[src/rtl/keypad_set_seconds_timer_assert.svh]
// Assertion macros shared by the keypad seconds timer RTL.
// Needs nothing else; the bodies are empty when SYNTHESIS is defined.
`ifndef KEYPAD_SET_SECONDS_TIMER_ASSERT_SVH
`define KEYPAD_SET_SECONDS_TIMER_ASSERT_SVH
`ifndef SYNTHESIS
// The property holds at every clock edge outside reset.
`define KST_ASSERT(label, clk, rst, prop) \
   label: assert property (@(posedge clk) disable iff (rst) (prop)) \
      else $error("keypad timer assertion failed");
// When the antecedent holds, the consequent holds in the next cycle.
`define KST_ASSERT_NEXT(label, clk, rst, ante, cons) \
   label: assert property (@(posedge clk) disable iff (rst) (ante) |=> (cons)) \
      else $error("keypad timer assertion failed");
`else
`define KST_ASSERT(label, clk, rst, prop)
`define KST_ASSERT_NEXT(label, clk, rst, ante, cons)
`endif
`endif

[src/rtl/kst_pkg.sv]
// Shared constants and types for the keypad seconds timer.
// Used by kst_entry, kst_timer and keypad_set_seconds_timer; depends on nothing.
package kst_pkg;

   localparam int SECS_W    = 14;
   localparam int DIGIT_W   = 3;
   localparam int KEY_W     = 4;
   localparam int TICKS_W   = 8;
   localparam int MAX_DIGITS = 4;

   localparam logic [KEY_W-1:0]   KEY_LAST_DIGIT = 4'd9;
   localparam logic [KEY_W-1:0]   KEY_CONFIRM    = 4'd14;
   // Previous-key code: bit 4 set means no key held.
   localparam logic [KEY_W:0]     KEY_NONE       = 5'h10;
   localparam logic [SECS_W-1:0]  SECS_MAX       = 14'h3FFF;
   localparam logic [TICKS_W-1:0] TICKS_RESET    = 8'd10;

   localparam logic KIND_KEY  = 1'b0;
   localparam logic KIND_TICK = 1'b1;

   typedef struct packed {
      logic              load;
      logic [SECS_W-1:0] value;
   } confirm_type;

endpackage

[src/rtl/keypad_set_seconds_timer.sv]
// Top level of the keypad seconds timer: channel registers and the
// configuration register. Depends on kst_pkg, kst_entry and kst_timer.
//
// Usage:
//  - Input channel req_*: one item per keypad sample (req_kind = 0) or
//    timer tick (req_kind = 1), taken when req_valid is high and req_stall low.
//  - Result channel rsp_*: exactly one result per item, in order, giving the
//    entry, digit count, target, elapsed seconds, running flag and done LED
//    as they stand after that item.
//  - Configuration: csr_write_enable loads csr_write_data into the ticks per
//    second register at the clock edge; write it only while no item is in
//    flight. A value of 0 makes every tick a second.
//  - Path: an accepted item waits in the input register, and its result is
//    valid once the item moves from there into the result register.
//  - Throughput: one item per cycle while no result is held by rsp_stall;
//    the entry and counter registers update as each item advances.
//  - Stall: while rsp_stall holds a result, the input register keeps its
//    item and req_stall rises only once that register is also full.
//  - Reset (synchronous, active high): both channel registers empty, entry,
//    target and counts zero, no key held, ticks per second 10.

module keypad_set_seconds_timer (
   input  logic                        clock,
   input  logic                        reset,
   input  logic                        req_valid,
   output logic                        req_stall,
   input  logic                        req_kind,
   input  logic                        req_key_down,
   input  logic [kst_pkg::KEY_W-1:0]   req_key_code,
   output logic                        rsp_valid,
   input  logic                        rsp_stall,
   output logic [kst_pkg::SECS_W-1:0]  rsp_entry_value,
   output logic [kst_pkg::DIGIT_W-1:0] rsp_digits_typed,
   output logic [kst_pkg::SECS_W-1:0]  rsp_target_secs,
   output logic [kst_pkg::SECS_W-1:0]  rsp_elapsed_secs,
   output logic                        rsp_is_running,
   output logic                        rsp_done_led,
   input  logic                        csr_write_enable,
   input  logic [kst_pkg::TICKS_W-1:0] csr_write_data
);

   logic                        in_valid_ff, in_valid_in;
   logic                        in_kind_ff, in_down_ff;
   logic [kst_pkg::KEY_W-1:0]   in_code_ff;
   logic                        out_valid_ff, out_valid_in;
   logic [kst_pkg::TICKS_W-1:0] tps_ff;
   logic                        accept, advance;

   kst_pkg::confirm_type        confirm;
   logic [kst_pkg::SECS_W-1:0]  entry_in, target_in, secs_in;
   logic [kst_pkg::DIGIT_W-1:0] count_in;
   logic                        run_in, led_in;

   // The item in the input register moves on unless a result is held.
   assign advance   = in_valid_ff && !(out_valid_ff && rsp_stall);
   assign req_stall = in_valid_ff && !advance;
   assign accept    = req_valid && !req_stall;
   assign rsp_valid = out_valid_ff;

   always_comb begin
      in_valid_in = in_valid_ff;
      if (accept) begin
         in_valid_in = 1'b1;
      end else if (advance) begin
         in_valid_in = 1'b0;
      end
      out_valid_in = out_valid_ff;
      if (advance) begin
         out_valid_in = 1'b1;
      end else if (!rsp_stall) begin
         out_valid_in = 1'b0;
      end
   end

   always_ff @(posedge clock) begin
      if (reset) begin
         in_valid_ff  <= 1'b0;
         out_valid_ff <= 1'b0;
         tps_ff       <= kst_pkg::TICKS_RESET;
      end else begin
         in_valid_ff  <= in_valid_in;
         out_valid_ff <= out_valid_in;
         if (csr_write_enable) begin
            tps_ff <= csr_write_data;
         end
      end
   end

   always_ff @(posedge clock) begin
      if (accept) begin
         in_kind_ff <= req_kind;
         in_down_ff <= req_key_down;
         in_code_ff <= req_key_code;
      end
      if (advance) begin
         rsp_entry_value  <= entry_in;
         rsp_digits_typed <= count_in;
         rsp_target_secs  <= target_in;
         rsp_elapsed_secs <= secs_in;
         rsp_is_running   <= run_in;
         rsp_done_led     <= led_in;
      end
   end

   kst_entry u_entry (
      .clock    (clock),
      .reset    (reset),
      .step     (advance),
      .kind     (in_kind_ff),
      .key_down (in_down_ff),
      .key_code (in_code_ff),
      .confirm  (confirm),
      .entry_in (entry_in),
      .count_in (count_in)
   );

   kst_timer u_timer (
      .clock            (clock),
      .reset            (reset),
      .step             (advance),
      .kind             (in_kind_ff),
      .confirm          (confirm),
      .ticks_per_second (tps_ff),
      .target_in        (target_in),
      .secs_in          (secs_in),
      .run_in           (run_in),
      .led_in           (led_in)
   );

endmodule

[src/rtl/kst_entry.sv]
// Keypad entry: edge detection of key presses and the decimal digit entry.
// Depends on kst_pkg and the assertion macro header.
`include "keypad_set_seconds_timer_assert.svh"

module kst_entry (
   input  logic                        clock,
   input  logic                        reset,
   input  logic                        step,
   input  logic                        kind,
   input  logic                        key_down,
   input  logic [kst_pkg::KEY_W-1:0]   key_code,
   output kst_pkg::confirm_type        confirm,
   output logic [kst_pkg::SECS_W-1:0]  entry_in,
   output logic [kst_pkg::DIGIT_W-1:0] count_in
);

   logic [kst_pkg::KEY_W:0]     prev_key_ff, prev_key_in;
   logic [kst_pkg::SECS_W-1:0]  entry_ff;
   logic [kst_pkg::DIGIT_W-1:0] count_ff;
   logic [kst_pkg::SECS_W+3:0]  appended;
   logic [kst_pkg::KEY_W:0]     code_ext;

   assign code_ext = {1'b0, key_code};
   // entry * 10 + digit, wide enough never to wrap.
   assign appended = {1'b0, entry_ff, 3'b000} + {3'b000, entry_ff, 1'b0}
                     + {{(kst_pkg::SECS_W){1'b0}}, key_code};

   always_comb begin
      prev_key_in   = prev_key_ff;
      entry_in      = entry_ff;
      count_in      = count_ff;
      confirm.load  = 1'b0;
      confirm.value = entry_ff;
      if (step && (kind == kst_pkg::KIND_KEY)) begin
         if (!key_down) begin
            prev_key_in = kst_pkg::KEY_NONE;
         end else if (code_ext != prev_key_ff) begin
            prev_key_in = code_ext;
            if (key_code <= kst_pkg::KEY_LAST_DIGIT) begin
               if (count_ff < kst_pkg::DIGIT_W'(kst_pkg::MAX_DIGITS)) begin
                  if (appended > {4'b0000, kst_pkg::SECS_MAX}) begin
                     entry_in = kst_pkg::SECS_MAX;
                  end else begin
                     entry_in = appended[kst_pkg::SECS_W-1:0];
                  end
                  count_in = count_ff + kst_pkg::DIGIT_W'(1);
               end
            end else if (key_code == kst_pkg::KEY_CONFIRM) begin
               confirm.load = 1'b1;
               entry_in     = '0;
               count_in     = '0;
            end
         end
      end
   end

   always_ff @(posedge clock) begin
      if (reset) begin
         prev_key_ff <= kst_pkg::KEY_NONE;
         entry_ff    <= '0;
         count_ff    <= '0;
      end else begin
         prev_key_ff <= prev_key_in;
         entry_ff    <= entry_in;
         count_ff    <= count_in;
      end
   end

   `KST_ASSERT(a_count_limit, clock, reset,
      count_ff <= kst_pkg::DIGIT_W'(kst_pkg::MAX_DIGITS))
   `KST_ASSERT_NEXT(a_held_key, clock, reset,
      step && (kind == kst_pkg::KIND_KEY) && key_down && (code_ext == prev_key_ff),
      $stable(entry_ff) && $stable(count_ff) && $stable(prev_key_ff))

endmodule

[src/rtl/kst_timer.sv]
// Seconds counter: target load, tick prescaler, elapsed count and done LED.
// Depends on kst_pkg and the assertion macro header.
`include "keypad_set_seconds_timer_assert.svh"

module kst_timer (
   input  logic                        clock,
   input  logic                        reset,
   input  logic                        step,
   input  logic                        kind,
   input  kst_pkg::confirm_type        confirm,
   input  logic [kst_pkg::TICKS_W-1:0] ticks_per_second,
   output logic [kst_pkg::SECS_W-1:0]  target_in,
   output logic [kst_pkg::SECS_W-1:0]  secs_in,
   output logic                        run_in,
   output logic                        led_in
);

   logic [kst_pkg::SECS_W-1:0]  target_ff;
   logic [kst_pkg::SECS_W-1:0]  secs_ff;
   logic [kst_pkg::TICKS_W-1:0] prescale_ff, prescale_in, prescale_inc;
   logic                        run_ff, led_ff;

   assign prescale_inc = prescale_ff + kst_pkg::TICKS_W'(1);

   always_comb begin
      target_in   = target_ff;
      secs_in     = secs_ff;
      prescale_in = prescale_ff;
      run_in      = run_ff;
      led_in      = led_ff;
      if (step) begin
         if (confirm.load) begin
            target_in = confirm.value;
            secs_in   = '0;
            run_in    = 1'b1;
            led_in    = 1'b0;
         end else if ((kind == kst_pkg::KIND_TICK) && run_ff) begin
            if (prescale_inc >= ticks_per_second) begin
               prescale_in = '0;
               if (secs_ff != kst_pkg::SECS_MAX) begin
                  secs_in = secs_ff + kst_pkg::SECS_W'(1);
               end
            end else begin
               prescale_in = prescale_inc;
            end
         end
         // The finish check sees the values left by this item.
         if (run_in && (secs_in >= target_in)) begin
            run_in = 1'b0;
            led_in = 1'b1;
         end
      end
   end

   always_ff @(posedge clock) begin
      if (reset) begin
         target_ff   <= '0;
         secs_ff     <= '0;
         prescale_ff <= '0;
         run_ff      <= 1'b0;
         led_ff      <= 1'b0;
      end else begin
         target_ff   <= target_in;
         secs_ff     <= secs_in;
         prescale_ff <= prescale_in;
         run_ff      <= run_in;
         led_ff      <= led_in;
      end
   end

   `KST_ASSERT(a_run_led_exclusive, clock, reset, !(run_ff && led_ff))
   `KST_ASSERT_NEXT(a_confirm_loads, clock, reset, step && confirm.load,
      (target_ff == $past(confirm.value)) && (secs_ff == '0))

endmodule

[config.mk]
export PLATFORM = sky130hd
export DESIGN_NAME = keypad_set_seconds_timer
export DESIGN_NICKNAME = d
export VERILOG_FILES = /design/src/rtl/kst_pkg.sv /design/src/rtl/keypad_set_seconds_timer.sv /design/src/rtl/kst_entry.sv /design/src/rtl/kst_timer.sv
export VERILOG_INCLUDE_DIRS = /design/src /design/src/rtl
export SDC_FILE = /design/constraint.sdc
export NUM_CORES = 1
export LEC_CHECK = 0
export BUFFER_PORTS_ARGS = -buffer_cell sky130_fd_sc_hd__buf_4
export CORE_ASPECT_RATIO = 0.5
export CORE_MARGIN = 2
export CORE_UTILIZATION = 55
export DETAILED_ROUTE_END_ITERATION = 6
export PLACE_DENSITY = 0.81
export REMOVE_ABC_BUFFERS = 1
export SYNTH_ARGS = -nofsm -noshare
export SYNTH_HDL_FRONTEND = slang
export SYNTH_SLANG_ARGS = --single-unit
[constraint.sdc]
create_clock -name clock -period 5.45 [get_ports clock]
set_input_delay 0.2725 -clock clock [delete_from_list [all_inputs] [get_ports clock]]
set_output_delay 0.2725 -clock clock [all_outputs]
set_load 0.05 [all_outputs]
Word level (Yosys, flattened, before mapping)
Index checks and enable logic that the tools add are counted.
{ "totals": {"out_inout_bits": 49, "regBits": 123, "word_cells": 91, "input_bits": 19} }
{ "classes": {"n_eq_ne": 5, "reduce_logical": 13, "muxes": 41, "order_cmp": 5, "bitwise": 2, "addsub": 5} }
{ "ops": {"columns": ["operator", "count"], "rows": [
  ["2-to-1 mux 14 bit", 16],
  ["adder 17 x 15 -> 18 bit", 1],
  ["adder 18 x 4 -> 18 bit", 1],
  ["> comparator 18 x 14 -> 1 bit, second input constant", 1],
  ["2-to-1 mux 3 bit", 6],
  ["2-to-1 mux 1 bit", 16],
  ["adder 14 x 1 -> 14 bit, second input constant", 1],
  [">= comparator 14 bit", 1],
  ["inequality test 14 bit, second input constant", 1],
  ["2-to-1 mux 5 bit", 2],
  ["adder 8 x 1 -> 8 bit, second input constant", 1],
  [">= comparator 8 bit", 1],
  ["2-to-1 mux 8 bit", 1],
  ["logical AND 1 bit", 7],
  ["inequality test 4 x 5 -> 1 bit", 1],
  ["equality test 4 bit, second input constant", 1],
  ["<= comparator 4 bit, second input constant", 1],
  ["inequality test 2 x 1 -> 1 bit, second input constant", 2],
  ["adder 3 x 1 -> 3 bit, second input constant", 1],
  ["zero test 1 bit", 3],
  ["< comparator 3 bit, second input constant", 1],
  ["AND reduction 3 bit", 1],
  ["inverter 1 bit", 2],
  ["AND reduction 2 bit", 1],
  ["nonzero test 2 bit", 1]
]} }

Depth between registers and ports, before layout
{ "logic_depth": {"word_depth": 12, "depth_mapped": 22, "depth_no_buf": 20} }

Hierarchy
From an unflattened synthesis, not the netlist that was laid out.
{ "unflattened": {"hier_cells": 718, "area_unflattened_um2": 7054.3} }
{ "by_module_without_submodules": {"columns": ["module", "instances", "area_per_inst_um2", "cells_per_inst", "seq_area_each_um2"], "rows": [
  ["kst_timer", 1, 3039.2, 385, 760.7],
  ["kst_entry", 1, 2052.0, 244, 440.4],
  ["keypad_set_seconds_timer", 1, 1963.1, 89, 1791.7]
]} }

Worst setup path before layout
Ideal clock, no wire load.
{ "synth_path": {"kind": "register -> register", "from": "reg out_valid_ff, in the netlist rsp_valid", "to": "reg rsp_is_running (data pin)", "period_less_slack_ns": 4.903, "required_time_ns": 5.195, "setup_time_ns": 0.255, "path_stages_with_launch": 19, "arrival_time_ns": 4.648, "slack_ns": 0.547, "n_path_buf": 2, "cell_sequence": "dfxtp_1 nand2_1 nand2_1 inv_1 nand3b_1 a21oi_1 o21ai_1 nor2_1 clkbuf_1 clkbuf_1 nor2_1 ha_1 and3_1 nand3_1 nor3_1 a41oi_1 nand2_1 o21ai_0 and2_1"} }
{ "synth_between": {"elab_chain_len": 11, "word_cells_on_any_way": 15, "classes_between": "order compare: 1; mux: 9; reduce/logical: 5"} }
{ "synth_rtl": {"columns": ["element", "line_no", "text"], "rows": [
  ["start, declared", "keypad_set_seconds_timer.sv:45", "logic out_valid_ff, out_valid_in;"],
  ["start signal, assigned", "keypad_set_seconds_timer.sv:82", "out_valid_ff <= out_valid_in;"],
  ["logical AND 1 bit (*)", "keypad_set_seconds_timer.sv:55", "assign advance = in_valid_ff && !(out_valid_ff && rsp_stall);"],
  ["zero test 1 bit (*)", "keypad_set_seconds_timer.sv:55", null],
  ["logical AND 1 bit (*)", "keypad_set_seconds_timer.sv:55", null],
  ["via advance", "keypad_set_seconds_timer.sv:47", "logic accept, advance;"],
  ["logical AND 1 bit", "kst_entry.sv:34", "if (step && (kind == kst_pkg::KIND_KEY)) begin"],
  ["2-to-1 mux 1 bit", "kst_entry.sv:34", null],
  ["2-to-1 mux 14 bit", "kst_timer.sv:32", "if (confirm.load) begin"],
  ["2-to-1 mux 14 bit", "kst_timer.sv:31", "if (step) begin"],
  [">= comparator 14 bit", "kst_timer.sv:48", "if (run_in && (secs_in >= target_in)) begin"],
  ["logical AND 1 bit", "kst_timer.sv:48", null],
  ["2-to-1 mux 1 bit", "kst_timer.sv:48", null],
  ["2-to-1 mux 1 bit (*)", "kst_timer.sv:31", null],
  ["via run_in", "keypad_set_seconds_timer.sv:52", "logic run_in, led_in;"],
  ["end signal, assigned", "keypad_set_seconds_timer.sv:100", "rsp_is_running <= run_in;"],
  ["end, declared", "keypad_set_seconds_timer.sv:36", "output logic rsp_is_running,"]
]} }
Mark *: on every way through the listed nets, which the timed path passes. The rest lies on a longest branch. The select of a mux whose other input is x is not followed.
A chain may end at the register's enable or synchronous reset.

Worst setup path in the final report
{ "layout_path": {"from": "reg u_timer.prescale_ff[2] in the netlist's numbering", "to": "reg rsp_is_running (data pin)"} }
{ "layout_between": {"elab_chain_len": 10} }
{ "layout_rtl": {"columns": ["element", "line_no", "text"], "rows": [
  ["start, declared", "kst_timer.sv:20", "logic [kst_pkg::TICKS_W-1:0] prescale_ff, prescale_in, prescale_inc;"],
  ["start signal, assigned", "kst_timer.sv:65", "prescale_ff <= prescale_in;"],
  ["adder 8 x 1 -> 8 bit", "kst_timer.sv:23", "assign prescale_inc = prescale_ff + kst_pkg::TICKS_W'(1);"],
  [">= comparator 8 bit", "kst_timer.sv:38", "if (prescale_inc >= ticks_per_second) begin"],
  ["2-to-1 mux 14 bit", "kst_timer.sv:38", null],
  ["2-to-1 mux 14 bit", "kst_timer.sv:37", "end else if ((kind == kst_pkg::KIND_TICK) && run_ff) begin"],
  ["2-to-1 mux 14 bit", "kst_timer.sv:32", null],
  ["2-to-1 mux 14 bit", "kst_timer.sv:31", null],
  [">= comparator 14 bit", "kst_timer.sv:48", null],
  ["logical AND 1 bit", "kst_timer.sv:48", null],
  ["2-to-1 mux 1 bit", "kst_timer.sv:48", null],
  ["2-to-1 mux 1 bit", "kst_timer.sv:31", null],
  ["via run_in", "keypad_set_seconds_timer.sv:52", null]
]} }
The timed path passes the listed nets, and every way through them passes these cells. The select of a mux whose other input is x is not followed.

==> run summary <==
ys async rst share: 0%
CTS tree: done
Worst Path Required: 5.62 ns
fin. max-slew vios: 0
post-synthesis mux area share: 3.794%
placed cells: 886
GRT Residual Overflow: 0
first-pass GRT wire length: 24,160 µm
nets@finish: 813
diodes inserted: 0
Post-synth EDFFs: 53
number of max-cap violations: 0
Final min period: 4.978 ns
H-tree levels: 4
Worst EP arrival: 5.15 ns
flops & latches, synth: 123
Netlist cell types: 56
initial DRC count: 390
DR vias: 5,330
number of buffers added for setup after CTS: 0
maximum fanout along the worst path: 26
std cell rows: 28
CTS resizes: 0
first-pass iteration count of the detailed router: 5
# setup viols final: 0
Reg clk slew, reported paths: 0.06 ns
WS Path Type: flop to flop
Yosys warning total: 0
Starting Density: 56.03%
xor and xnor fraction of the mapped netlist area: 4.382%
RSZ-0062 raised after global routing: false
Max Fclk: 200.9 MHz
IO Count: 68
prevailing post-synth register cell: dfxtp_1
Critical path origin: u_timer.prescale_ff[2]
wire per inst: 16.39 µm
Port Buffers: 67
Num CTS Buffers: 17
Max VDD drop: 227.5 µV
via/cell ratio: 5.806
Setup crit end kind: flop
GRT Total Usage: 23.80%
hold path start: req_key_code[1]
HP Class: input port to flop
ratio of cells with drive above 1 in the final layout: 14.48%
global placer's final weighted congestion: 0.8561
reg2reg start: u_timer.prescale_ff[2]
clk root buf: clkbuf_16
Worst-Margin Slew: 0.9439 ns
largest family of logic cells by synthesized area: simple AND/OR/NAND/NOR gates
P&R area growth vs syn: 18.52%
initial antenna violation count: 0
remaining antenna violation count: 0
Non-Filler Instances: 918
Simple-Gate Fraction of Synth Area: 16.24%
vias in the first global route: 5,062
clock skew: 0.007290 ns
Final period util: 91.34%
leakage power: 3.582 nW
Die ar.: 0.01294 mm²
worst-skew pair later-pin latency: 0.42 ns
Sink Count: 123
final WL: 15,040 µm
Core ar.: 0.01177 mm²
Die Wd: 158.9 µm
Longest Clk Path Bufs: 2
Synth Area in Compound Gates: 16.09%
Post-route DRC: 0
CP startpoint kind: flop
Hold Vio Cnt, Final: 0
Pwr Density: 290.5 mW/mm²
outcome: finished clean
# fillers: 919
Mapped Cells: 675
Slew HR: 37.07%
post-synthesis average cell area: 9.770 µm²
largest net degree at the start of global routing: 54
Adder-Cell Fraction of Synth Area: 10.47%
Synth Cell Area: 0.006595 mm²
cts hold-fix bufs: 0
die extent in y: 81.43 µm
dpl hpwl: 10,010 µm
setup TNS: 0 ns
sequential share of the synthesized area: 45.38%
==> layout make-up <==
type	count	area [µm²]	share of cell area, %
multi-input cells	491	3362	43.01
inverters	36	135.1	1.729
flip-flops and latches	123	2993	38.29
well taps	165	206.4	2.641
repair buffers	71	533.0	6.819
clock inverters	12	120.1	1.537
clock buffers	20	466.7	5.971
==> cells by family (layout without fill, tap and decap cells) <==
group,after synthesis,count (layout)
adders and majority gates,54,54
xor gates and xnor gates,33,33
and+or+nand+nor,226,226
buffers and inverters,61,139
DFF,123,123
AOI/OAI and AO/OA,153,153
muxes,25,25
==> final timing paths <==
path         cells past startpoint  slack, ns             end
max                             20       0.47  rsp_is_running
min                              1       0.03   in_code_ff[1]
max reg2reg                     20       0.47  rsp_is_running
min reg2reg                      2       0.49       tps_ff[3]
==> through the flow <==
stage | worst slack, ns | total power [mW] | area [µm²] | utilization (%) | hold WS (ns)
after floorplan | 0.05858 | 1.120 | 6490 | - | 0.3416
final | 0.4718 | 2.271 | 7816 | 66.40 | 0.03146
after detailed placement | 0.7142 | 1.182 | 7229 | 61.42 | 0.4520
after global placement | 0.9068 | 1.177 | 7229 | 61.42 | 0.4522
after global routing | 0.05590 | 2.343 | 7816 | 66.40 | 0.01944
after CTS | 0.5559 | 2.279 | 7816 | 66.40 | 0.01842
==> registers in the layout, indices dropped and copies added (netlist names), 8 cells and up <==
name,cells
rsp_entry_value,14
tps_ff,8
rsp_target_secs,14
rsp_elapsed_secs,14
u_timer.secs_ff,14
u_timer.target_ff,14
u_timer.prescale_ff,8
u_entry.entry_ff,14
==> critical path, cell delays in order, from the launching register on <==
cell	delay (ns)
dfxtp_1	0.40
and3_1	0.25
and3_1	0.26
nand3_1	0.13
xnor2_1	0.18
ha_1	0.29
o21a_1	0.17
o21a_1	0.16
a311o_1	0.75
nand2_1	0.25
nand2_1	0.13
a21oi_1	0.08
ha_1	0.33
nor2b_1	0.19
o21a_1	0.15
o21a_1	0.11
o21a_1	0.11
o21ai_0	0.07
a211oi_1	0.33
o21ai_0	0.17
and2_1	0.21
==> per-layer routing <==
layer	share of wire [%]	track usage [%]	routed length (µm)	up-vias
met4	0.94	8.727	141	0
met5	0	0	0	-
met2	47	41.18	7127	167
met1	46	29.67	6945	2542
li1	-	-	-	2604
met3	5.5	5.960	830	17
==> cell usage after synthesis (all sizes together), types with 14 or more instances <==
master,instances,area share (%)
clkbuf,17,0.97
xor2,19,2.5
a21oi,38,2.9
inv,36,2.0
o21ai,31,2.4
nand2,59,3.4
dfxtp,70,21
nor2,65,3.7
xnor2,14,1.9
ha,52,9.9
mux2i,25,3.8
edfxtp,53,24
and3,15,1.4
nand3,32,2.4
a211oi,17,2.0
==> where the power goes <==
part | internal, mW | switching [mW] | leakage, nW | total (mW)
Sequential | 0.986 | 0.0142 | 1.07 | 1.00
Clock | 0.703 | 0.403 | 0.277 | 1.11
Combinational | 0.0504 | 0.114 | 2.24 | 0.165
==> placed cells by master, fill, tap and decap left out, types with 6 or more instances in the layout <==
cell and n:
a21o_1 9, a21oi_1 38, xor2_1 19, nand3_1 32, inv_1 35, nor3_1 8
and3_1 15, nor2b_1 7, clkbuf_16 17, o21ai_0 28, buf_4 71, o21a_1 9
a31oi_1 8, mux2i_1 25, ha_1 52, edfxtp_1 53, xnor2_1 14, o211ai_1 6
a2111oi_0 6, nand4_1 7, and2_1 7, nand2_1 59, a211oi_1 16, o221a_1 8
or3_1 9, nor2_1 65, dfxtp_1 70
Power figures use the tool's default switching activity.
